===== src/rtl/core/isut_pkg.sv =====
// Package: transaction payload types, action codes and sequencer states for the set table.
package isut_pkg;

   localparam int FIELD_W = 7;

   localparam logic [2:0] ACT_INSERT  = 3'd0;
   localparam logic [2:0] ACT_REMOVE  = 3'd1;
   localparam logic [2:0] ACT_MEMBER  = 3'd2;
   localparam logic [2:0] ACT_GREATER = 3'd3;
   localparam logic [2:0] ACT_LESS    = 3'd4;
   localparam logic [2:0] ACT_CLEAR   = 3'd5;

   typedef struct packed {
      logic [2:0]         action;
      logic signed [31:0] value;
   } req_type;

   typedef struct packed {
      logic               success;
      logic [FIELD_W-1:0] match_count;
      logic [FIELD_W-1:0] set_size;
      logic               is_empty;
      logic               is_full;
   } rsp_type;

   typedef enum logic [2:0] {
      ST_IDLE,
      ST_SCAN,
      ST_FIN,
      ST_MOVE_RD,
      ST_MOVE_WR
   } state_type;

endpackage


===== src/rtl/core/isut_ram.sv =====
// Generic simple dual-port RAM: one write port, one registered read port.
module isut_ram #(
   parameter int WIDTH = 32,
   parameter int DEPTH = 64,
   localparam int AW = (DEPTH > 1) ? $clog2(DEPTH) : 1
) (
   input  logic             clock,
   input  logic             wr_en,
   input  logic [AW-1:0]    wr_addr,
   input  logic [WIDTH-1:0] wr_data,
   input  logic [AW-1:0]    rd_addr,
   output logic [WIDTH-1:0] rd_data
);

   logic [WIDTH-1:0] mem [DEPTH];
   logic [WIDTH-1:0] rd_data_ff;

   always_ff @(posedge clock) begin
      if (wr_en) begin
         mem[wr_addr] <= wr_data;
      end
      rd_data_ff <= mem[rd_addr];
   end

   assign rd_data = rd_data_ff;

endmodule


===== src/rtl/core/isut_engine.sv =====
// Scan sequencer: walks the element store, updates it and forms each result.
module isut_engine #(
   parameter int CAPACITY = 64,
   localparam int AW = (CAPACITY > 1) ? $clog2(CAPACITY) : 1,
   localparam int CW = $clog2(CAPACITY + 1)
) (
   input  logic             clock,
   input  logic             reset,
   input  logic             req_valid,
   input  isut_pkg::req_type req_data,
   output logic             req_stall,
   output logic             res_valid,
   output isut_pkg::rsp_type res_data,
   input  logic             res_take,
   output logic             mem_wr_en,
   output logic [AW-1:0]    mem_wr_addr,
   output logic [31:0]      mem_wr_data,
   output logic [AW-1:0]    mem_rd_addr,
   input  logic [31:0]      mem_rd_data
);
   import isut_pkg::*;

   localparam int EW = (CW > FIELD_W) ? CW : FIELD_W;

   function automatic logic [FIELD_W-1:0] to_field(input logic [CW-1:0] v);
      logic [EW-1:0] e;
      e = EW'(v);
      return e[FIELD_W-1:0];
   endfunction

   state_type          state_ff, state_in;
   logic [2:0]         act_ff, act_in;
   logic signed [31:0] val_ff, val_in;
   logic [CW-1:0]      total_ff, total_in;
   logic [CW-1:0]      issue_ff, issue_in;
   logic               pend_ff, pend_in;
   logic [AW-1:0]      ridx_ff, ridx_in;
   logic               found_ff, found_in;
   logic [AW-1:0]      slot_ff, slot_in;
   logic [CW-1:0]      count_ff, count_in;

   logic [CW-1:0]      tot_new;
   logic               ok;
   logic [CW-1:0]      cnt;

   always_ff @(posedge clock) begin
      if (reset) begin
         state_ff <= ST_IDLE;
         total_ff <= '0;
      end else begin
         state_ff <= state_in;
         total_ff <= total_in;
      end
   end

   always_ff @(posedge clock) begin
      act_ff   <= act_in;
      val_ff   <= val_in;
      issue_ff <= issue_in;
      pend_ff  <= pend_in;
      ridx_ff  <= ridx_in;
      found_ff <= found_in;
      slot_ff  <= slot_in;
      count_ff <= count_in;
   end

   always_comb begin
      state_in    = state_ff;
      act_in      = act_ff;
      val_in      = val_ff;
      total_in    = total_ff;
      issue_in    = issue_ff;
      pend_in     = pend_ff;
      ridx_in     = ridx_ff;
      found_in    = found_ff;
      slot_in     = slot_ff;
      count_in    = count_ff;
      req_stall   = (state_ff != ST_IDLE);
      res_valid   = 1'b0;
      mem_wr_en   = 1'b0;
      mem_wr_addr = total_ff[AW-1:0];
      mem_wr_data = val_ff;
      mem_rd_addr = issue_ff[AW-1:0];
      tot_new     = total_ff;
      ok          = 1'b0;
      cnt         = '0;

      unique case (state_ff)
         ST_IDLE: begin
            if (req_valid) begin
               act_in   = req_data.action;
               val_in   = req_data.value;
               issue_in = '0;
               pend_in  = 1'b0;
               found_in = 1'b0;
               count_in = '0;
               if ((total_ff != '0) &&
                   (req_data.action inside {ACT_INSERT, ACT_REMOVE, ACT_MEMBER,
                                            ACT_GREATER, ACT_LESS})) begin
                  state_in = ST_SCAN;
               end else begin
                  state_in = ST_FIN;
               end
            end
         end
         ST_SCAN: begin
            // compare the word read in the previous cycle
            if (pend_ff) begin
               if (mem_rd_data == val_ff) begin
                  found_in = 1'b1;
                  slot_in  = ridx_ff;
               end
               if ((act_ff == ACT_GREATER && $signed(mem_rd_data) > val_ff) ||
                   (act_ff == ACT_LESS && $signed(mem_rd_data) < val_ff)) begin
                  count_in = count_ff + 1'b1;
               end
            end
            if (issue_ff < total_ff) begin
               issue_in = issue_ff + 1'b1;
               pend_in  = 1'b1;
               ridx_in  = issue_ff[AW-1:0];
            end else begin
               pend_in = 1'b0;
               if (!pend_ff) begin
                  state_in = ST_FIN;
               end
            end
         end
         ST_FIN: begin
            if (act_ff == ACT_REMOVE && found_ff) begin
               state_in = ST_MOVE_RD;
            end else begin
               res_valid = 1'b1;
               unique case (act_ff) inside
                  ACT_INSERT: begin
                     if (!found_ff && total_ff < CW'(CAPACITY)) begin
                        ok        = 1'b1;
                        tot_new   = total_ff + 1'b1;
                        mem_wr_en = res_take;
                     end
                  end
                  ACT_MEMBER: ok = found_ff;
                  ACT_GREATER, ACT_LESS: begin
                     cnt = (count_ff == total_ff) ? '0 : count_ff;
                  end
                  ACT_CLEAR: tot_new = '0;
                  default: ;
               endcase
               if (res_take) begin
                  total_in = tot_new;
                  state_in = ST_IDLE;
               end
            end
         end
         ST_MOVE_RD: begin
            mem_rd_addr = AW'(total_ff - 1'b1);
            state_in    = ST_MOVE_WR;
         end
         ST_MOVE_WR: begin
            // last element moves into the freed slot
            mem_rd_addr = AW'(total_ff - 1'b1);
            mem_wr_addr = slot_ff;
            mem_wr_data = mem_rd_data;
            res_valid   = 1'b1;
            ok          = 1'b1;
            tot_new     = total_ff - 1'b1;
            mem_wr_en   = res_take;
            if (res_take) begin
               total_in = tot_new;
               state_in = ST_IDLE;
            end
         end
         default: state_in = ST_IDLE;
      endcase

      res_data.success     = ok;
      res_data.match_count = to_field(cnt);
      res_data.set_size    = to_field(tot_new);
      res_data.is_empty    = (tot_new == '0);
      res_data.is_full     = (tot_new == CW'(CAPACITY));
   end

endmodule


===== src/rtl/core/integer_set_table_unit.sv =====
// Top level of the set table: element store, scan sequencer and result register.
//
// A set of distinct signed 32-bit integers held unsorted in a CAPACITY-deep RAM.
// Request channel (req_valid / req_stall / req_data): one transaction carries an
// action (insert, remove, member, count greater, count less, clear) and a value.
// Response channel (rsp_valid / rsp_stall / rsp_data): exactly one transaction per
// request with success, match_count, set_size, is_empty and is_full.
// The sequencer reads one stored element per cycle through the RAM's registered
// read port and compares each returned word with the request value; a remove that
// hits then fetches the last element and moves it into the freed slot.
// Clear, unused codes and actions on an empty set skip the scan and finish at once.
// One request is worked on at a time; req_stall is high from acceptance until the
// result enters the response register.
// The response register parts the two sides: a new request is taken while an
// earlier result still waits on rsp_stall. A finished result that finds the
// register full holds the sequencer until it drains.
// Reset (synchronous, active high) empties the set, returns the sequencer to idle
// and clears rsp_valid; the RAM itself is not cleared, since only slots below the
// element count are read.
module integer_set_table_unit #(
   parameter int CAPACITY = 64
) (
   input  logic              clock,
   input  logic              reset,
   input  logic              req_valid,
   output logic              req_stall,
   input  isut_pkg::req_type req_data,
   output logic              rsp_valid,
   input  logic              rsp_stall,
   output isut_pkg::rsp_type rsp_data
);
   import isut_pkg::*;

   localparam int AW = (CAPACITY > 1) ? $clog2(CAPACITY) : 1;

   logic          res_valid;
   rsp_type       res_data;
   logic          res_take;

   logic          mem_wr_en;
   logic [AW-1:0] mem_wr_addr;
   logic [31:0]   mem_wr_data;
   logic [AW-1:0] mem_rd_addr;
   logic [31:0]   mem_rd_data;

   // response register
   logic          rsp_valid_ff, rsp_valid_in;
   rsp_type       rsp_data_ff, rsp_data_in;

   isut_ram #(
      .WIDTH (32),
      .DEPTH (CAPACITY)
   ) u_store (
      .clock   (clock),
      .wr_en   (mem_wr_en),
      .wr_addr (mem_wr_addr),
      .wr_data (mem_wr_data),
      .rd_addr (mem_rd_addr),
      .rd_data (mem_rd_data)
   );

   isut_engine #(
      .CAPACITY (CAPACITY)
   ) u_engine (
      .clock       (clock),
      .reset       (reset),
      .req_valid   (req_valid),
      .req_data    (req_data),
      .req_stall   (req_stall),
      .res_valid   (res_valid),
      .res_data    (res_data),
      .res_take    (res_take),
      .mem_wr_en   (mem_wr_en),
      .mem_wr_addr (mem_wr_addr),
      .mem_wr_data (mem_wr_data),
      .mem_rd_addr (mem_rd_addr),
      .mem_rd_data (mem_rd_data)
   );

   // register can load when empty or when its transaction completes this cycle
   assign res_take = !rsp_valid_ff || !rsp_stall;

   always_comb begin
      rsp_valid_in = rsp_valid_ff;
      rsp_data_in  = rsp_data_ff;
      if (res_take) begin
         rsp_valid_in = res_valid;
         if (res_valid) begin
            rsp_data_in = res_data;
         end
      end
   end

   always_ff @(posedge clock) begin
      if (reset) begin
         rsp_valid_ff <= 1'b0;
      end else begin
         rsp_valid_ff <= rsp_valid_in;
      end
   end

   always_ff @(posedge clock) begin
      rsp_data_ff <= rsp_data_in;
   end

   assign rsp_valid = rsp_valid_ff;
   assign rsp_data  = rsp_data_ff;

endmodule


===== config.mk =====
export PLATFORM = sky130hd
export DESIGN_NAME = integer_set_table_unit
export DESIGN_NICKNAME = d
export VERILOG_FILES = /design/src/rtl/core/isut_pkg.sv /design/src/rtl/core/isut_ram.sv /design/src/rtl/core/isut_engine.sv /design/src/rtl/core/integer_set_table_unit.sv
export SDC_FILE = /design/constraint.sdc
export NUM_CORES = 2
export LEC_CHECK = 0
export ABC_AREA = 1
export BUFFER_PORTS_ARGS = -buffer_cell sky130_fd_sc_hd__buf_2
export CAP_MARGIN = 20
export CORE_ASPECT_RATIO = 1.5
export CORE_UTILIZATION = 30
export CTS_CLUSTER_SIZE = 10
export DETAILED_ROUTE_END_ITERATION = 8
export PLACE_DENSITY_LB_ADDON = 0.15
export SETUP_SLACK_MARGIN = 0.3
export SLEW_MARGIN = 10
export SYNTH_ARGS = -nofsm -noshare
export SYNTH_HDL_FRONTEND = slang
export SYNTH_HIERARCHICAL = 1
export SYNTH_SLANG_ARGS = --single-unit

===== constraint.sdc =====
create_clock -name clock -period 16.4 [get_ports clock]
set_input_delay 1.64 -clock clock [delete_from_list [all_inputs] [get_ports clock]]
set_output_delay 1.64 -clock clock [all_outputs]
set_load 0.01 [all_outputs]

Yosys cells after proc, flatten, opt, wreduce, memory -nomap -nowiden

Memory sizes are Yosys's and may differ from the RTL's. A register that Yosys moved wholly into a read port is not among the register bits.
Cells that the tools add are included.
Widths: inputs -> output; s select.

Mux-type cells: 42
Add/subtract/negate cells: 4
Reduce and logical (&&, ||, !) cells: 32
Equality and inequality tests: 26
Bitwise logic cells: 2
Order comparisons: 4

Operators with widths:

| operator            | number |
|---|---|
| $pmux 7 s2          | 5 |
| $mux 7              | 9 |
| $eq 32x32->1        | 1 |
| $gt 32x32->1        | 1 |
| $lt 32x32->1        | 1 |
| $mux 32             | 1 |
| $add 7x1->7 const B | 3 |
| $eq 3x2->1 const B  | 6 |
| $mux 3              | 5 |
| $pmux 3 s5          | 1 |
| $eq 3x3->1 const B  | 4 |
| $mux 1              | 12 |
| $mux 6              | 2 |
| $ne 2x1->1 const B  | 6 |
| $pmux 1 s2          | 6 |
| $reduce_and 4->1    | 3 |
| $eq 3x1->1 const B  | 3 |
| $logic_not 3->1     | 3 |
| $reduce_and 3->1    | 3 |
| $ne 2x2->1 const B  | 4 |
| $reduce_and 2->1    | 4 |
| $eq 7x7->1          | 1 |
| $eq 7x7->1 const B  | 1 |
| $logic_not 7->1     | 1 |
| 14 further kinds    | 24 |

Output and inout port bits: 19
Logic and storage cells: 127
Bits in writable memories: 2048
Bits of input ports: 39
Bits in registers: 91
Memories kept: 1

Memory list:

| memory      | words | bits a word | read ports | clocked after memory_dff | wr ports | line           | text |
|---|---|---|---|---|---|---|---|
| u_store.mem | 64    | 32          | 1          | 1                        | 1        | isut_ram.sv:15 | `logic [WIDTH-1:0] mem [DEPTH];` |

Depth between registers and ports, before layout

Depth in word-level cells: 8
Mapped depth: 20
Gate-level depth less buffers: 17

Modules after synthesis

The synthesis kept the hierarchy.

Modules (own cells, without submodules):

| module                 | area each (um^2) | seq. area each (um^2) | times used | cells an instance |
|---|---|---|---|---|
| isut_ram               | 82738.1          | 62139.6               | 1          | 6769 |
| isut_engine            | 4850.9           | 2092.0                | 1          | 589 |
| integer_set_table_unit | 554.3            | 530.5                 | 1          | 22 |

Least setup slack after synthesis

OpenSTA, ideal clock, no wires.

Path kind: input to register
From: in rsp_stall
To: mem u_store.mem[48][0], enable pin
Arrival: 5538 ps
Buffers on the path: 1
Stages: 6
Data required time: 15897 ps
Slack: 10359 ps
Library setup time: 503 ps
Path through: nand2_2 > o21ai_0 > nor2_1 > clkbuf_1 > nand4_1 > nor4_1

Longest elaborated chain between the ends: 8

RTL lines:

| item                             | line                         | text |
|---|---|---|
| start, declared                  | integer_set_table_unit.sv:29 | `input logic rsp_stall,` |
| $logic_not 1->1 (*)              | integer_set_table_unit.sv:81 | `assign res_take = !rsp_valid_ff \|\| !rsp_stall;` |
| $logic_or 1x1->1 (*)             | integer_set_table_unit.sv:81 |  |
| $mux 1                           | isut_engine.sv:136           | `if (!found_ff && total_ff < CW'(CAPACITY)) begin` |
| $mux 1                           | isut_engine.sv:134           | `unique case (act_ff) inside` |
| $mux 1                           | isut_engine.sv:130           | `if (act_ff == ACT_REMOVE && found_ff) begin` |
| $pmux 1 s2 (*)                   | isut_engine.sv:88            | `unique case (state_ff)` |
| net mem_wr_en                    | integer_set_table_unit.sv:40 | `logic mem_wr_en;` |
| $mux 1 (*)                       | isut_ram.sv:19               | `if (wr_en) begin` |
| $mux 1 (implied by the code) (*) | isut_ram.sv:20               | `mem[wr_addr] <= wr_data;` |
| end, declared                    | isut_ram.sv:15               |  |

Mark *: on every way through the listed nets, which the timed path passes. The rest lies on a longest branch.

Final worst setup path

From: reg u_engine.state_ff[1]
To: reg u_store.rd_data_ff[7] (netlist: u_store/rd_data[7]) (read register of u_store.mem)

Longest elaborated chain between the ends: 3
Elaborated cells between the ends (all ways): 4
Those cells by class: eq/ne: 2; mux: 1; reduce/logical: 1

RTL lines:

| item                                            | line                         | text |
|---|---|---|
| start, declared                                 | isut_engine.sv:31            | `state_type state_ff, state_in;` |
| start signal, assigned                          | isut_engine.sv:51            | `state_ff <= state_in;` |
| $eq 3x2->1 / $eq 3x3->1 (equally long branches) | isut_engine.sv:88            |  |
| $reduce_or 2->1 (no source line) (*)            | -                            |  |
| $mux 6 (*)                                      | -                            |  |
| net mem_rd_addr[0]                              | integer_set_table_unit.sv:43 | `logic [AW-1:0] mem_rd_addr;` |
| end, declared                                   | isut_ram.sv:16               | `logic [WIDTH-1:0] rd_data_ff;` |

Marked as above.
A chain may end at the register's enable or synchronous reset.

==> qor.yml <==
outcome:
  status: "finished clean"
synth:
  synth.most_common_cell: "nand2_1"
  synth_cells: 7380
  synth_ff_type: "edfxtp_1"
  ys_seq_area_share_pct: 73.5
  synth-edff-count: 2128
  ys_types: 41
  yosys_warnings: 6
  synth-seq-cells: 2171
  syn_area_mm2: 0.0881
  yosysTopAreaCell: "edfxtp_1"
  yosys-top-cells-count: "nand2_1, edfxtp_1, nand3_1"
  synth_fp_nets: 7461
  synth_top_area_share_pct: 72.5
  synth_area_leaders: "edfxtp_1, nand3_1, nand2_1"
  avgSynthCellArea_um2: 11.9
  async_reset_ff_share_pct: 0
sta:
  whs_ns: 0.423
  tightest_slew_ns: 1.18
  hold_violations: 0
  finClkSkew_ns: 0.0440
  rsz0062_at_grt: "no"
  setup_tns_ns: 0
  slew_headroom_pct: 20.3
  max_freq_mhz: 161
  fin_crit_sh_pct: 37.8
  maxSlewViolCount: 0
  setup_violations: 0
  period_minus_slack_ns: 6.19
  worst_slack_ns: 10.21
drt:
  via_per_inst: 5.05
  antenna_left: 0
  wire_per_inst_um: 26.4
  m1WireLength_um: 130000
  dr.first_iter.drc_count: 5067
  drcViolationCount: 0
  drt-total-wl_um: 303000
  met2_wirelength_um: 151000
  dr_wl_met3_um: 13700
  vias: 57800
  maxUsedRoutingLayer: "met4"
  firstDrtPassIters: 6
place:
  pre_cts_ws_ns: 10.08
  gp_congestion: 0.802
  port_buffers: 57
  dp.cells: 11100
  dp_hpwl_um: 156000
critical_path:
  r2r-start: "u_engine/state_ff[1]$_SDFFE_PP0P_"
  endpoint_kind: "register"
  critPathLaunchType: "register"
  worstSetupStartpoint: "u_engine/state_ff[1]$_SDFFE_PP0P_"
  arrival_ns: 7.02
  cp_max_fo: 151
  critPathKind: "reg2reg"
  worstPathRequired_ns: 17.23
die:
  dieArea_mm2: 0.296
  die_x_um: 445
  die_h_um: 666
  io_pins: 58
  fp-row-count: 243
  initial_core_util_pct: 30.2
  core_mm2: 0.292
global_routing:
  grt_overflow: 0
  grt_usage_pct: 20.0
  antenna_found_initial: 6
  grt_pass1_vias: 56400
  grt_max_degree: 186
  grt_pass1_wl_um: 428000
power:
  p_leak_uw: 0.0346
  finalPower_uw: 18700
  power_density_mw_per_mm2: 186
  irDropWorstVdd_mv: 0.210
clock_tree:
  clockRootBuffer: "clkbuf_16"
  hold_buffers: 0
  cts.path.max_buffers: 4
  post_cts_resized: 0
  clkTransAtPathRegs_ns: 0.06
  cts.htree.levels: 4
  cts_tree: "yes"
  clk_latency_ns: 0.90
  clock-sinks: 2171
  cts_buffers: 245
  post_cts_buffers: 0
finish:
  stdcell_count: 11400
  n_fill_cell: 28800
  area_growth_pct: 13.6
  drive_gt1_share_pct: 8.29
  final_nets: 7470
job:
  maxCapViolCount: 0
min_path:
  hp-class: "reg2reg"
  hp-start: "u_engine/ridx_ff[0]$_DFFE_PP_"
## path summary, 6_finish.rpt
| check | to | slack, ns | cells past startpoint |
|---|---|---|---|
| worst max-delay path | u_store/rd_data[7]$_DFF_P_ | 10.21 | 17 |
| worst min register to register | u_engine/slot_ff[0]$_DFFE_PP_ | 0.42 | 0 |
| worst max register to register | u_store/rd_data[7]$_DFF_P_ | 10.21 | 17 |
| worst min-delay path | u_engine/slot_ff[0]$_DFFE_PP_ | 0.42 | 0 |
## state kept, by name, indices dropped and copies added, names as in the netlist
signal / count
rsp_data: 17
rsp_valid: 1
u_engine/act_ff: 3
u_engine/count_ff: 7
u_engine/found_ff: 1
u_engine/issue_ff: 7
u_engine/pend_ff: 1
u_engine/ridx_ff: 6
u_engine/slot_ff: 6
u_engine/state_ff: 3
u_engine/total_ff: 7
u_engine/val_ff: 32
u_store/mem: 2048
u_store/rd_data: 32
## worst max-delay path: stages, from the launching register on
cell     delay (ns)
dfxtp_1        0.33
nor2_1         0.17
nand2_2        0.26
inv_4          0.64
nor2_2         0.26
o21ai_4        0.35
buf_4          0.70
buf_4          0.91
buf_12         0.61
buf_4          0.81
nand2_1        0.11
nand3_1        0.13
nand3_1        0.09
nand3_1        0.14
nand3_1        0.09
nand2_1        0.10
nand2_1        0.06
nand2_1        0.10
## power breakdown
part           total [uW]  internal [uW]  switching, uW  leakage (uW)
clock network        4930           2760           2170       0.00325
logic                7020           1710           5320        0.0118
registers            6720           6570            153        0.0195
## cell families after synthesis
family                   Yosys count  share of synthesized area (%)
AND/OR/NAND/NOR                 4470                           22.0
buffers and inverters            573                           3.11
AO/OA/AOI/OAI                    111                          0.667
flip-flops                      2171                           73.5
adder cells (fa/ha/maj)           42                          0.596
XOR/XNOR                          13                          0.129
## layout make-up
class	count	area (um^2)	share of cell area, %
flip-flops and latches	2171	64800	64.7
multi-input cells	4636	21500	21.5
clock buffers	366	6650	6.64
well taps	3920	4900	4.90
repair buffers	228	1740	1.74
inverters	107	442	0.441
clock inverters	11	103	0.102
diodes	3	7.51	0.00750
## metal layers
metal	up-vias	global-route usage (%)
met1	29600	26.2
met3	407	2.04
met4	0	5.70
met5	-	0
li1	26100	-
met2	1630	34.9
## through the flow
stage | util [%] | cell area [um^2]
after floorplan | - | 88100
after global placement | 31.9 | 93300
after detailed placement | 32.0 | 93400
after CTS | 34.3 | 100000
after global routing | 34.3 | 100000
final | 34.3 | 100000
## cells in the final DEF (no fill, tap or decap), drive strengths merged, types with 19 or more instances in the layout
cell type  Yosys  routed
a21oi         25      25
buf          382     228
clkbuf        84     366
dfxtp         43      43
edfxtp      2128    2128
ha            42      42
inv          107     110
nand2       2383    2383
nand3       1934    1934
nand4         20      20
nor2          97      97
nor3          19      19
o21ai         70      70
No activity file was read; power rests on OpenSTA's default activity.
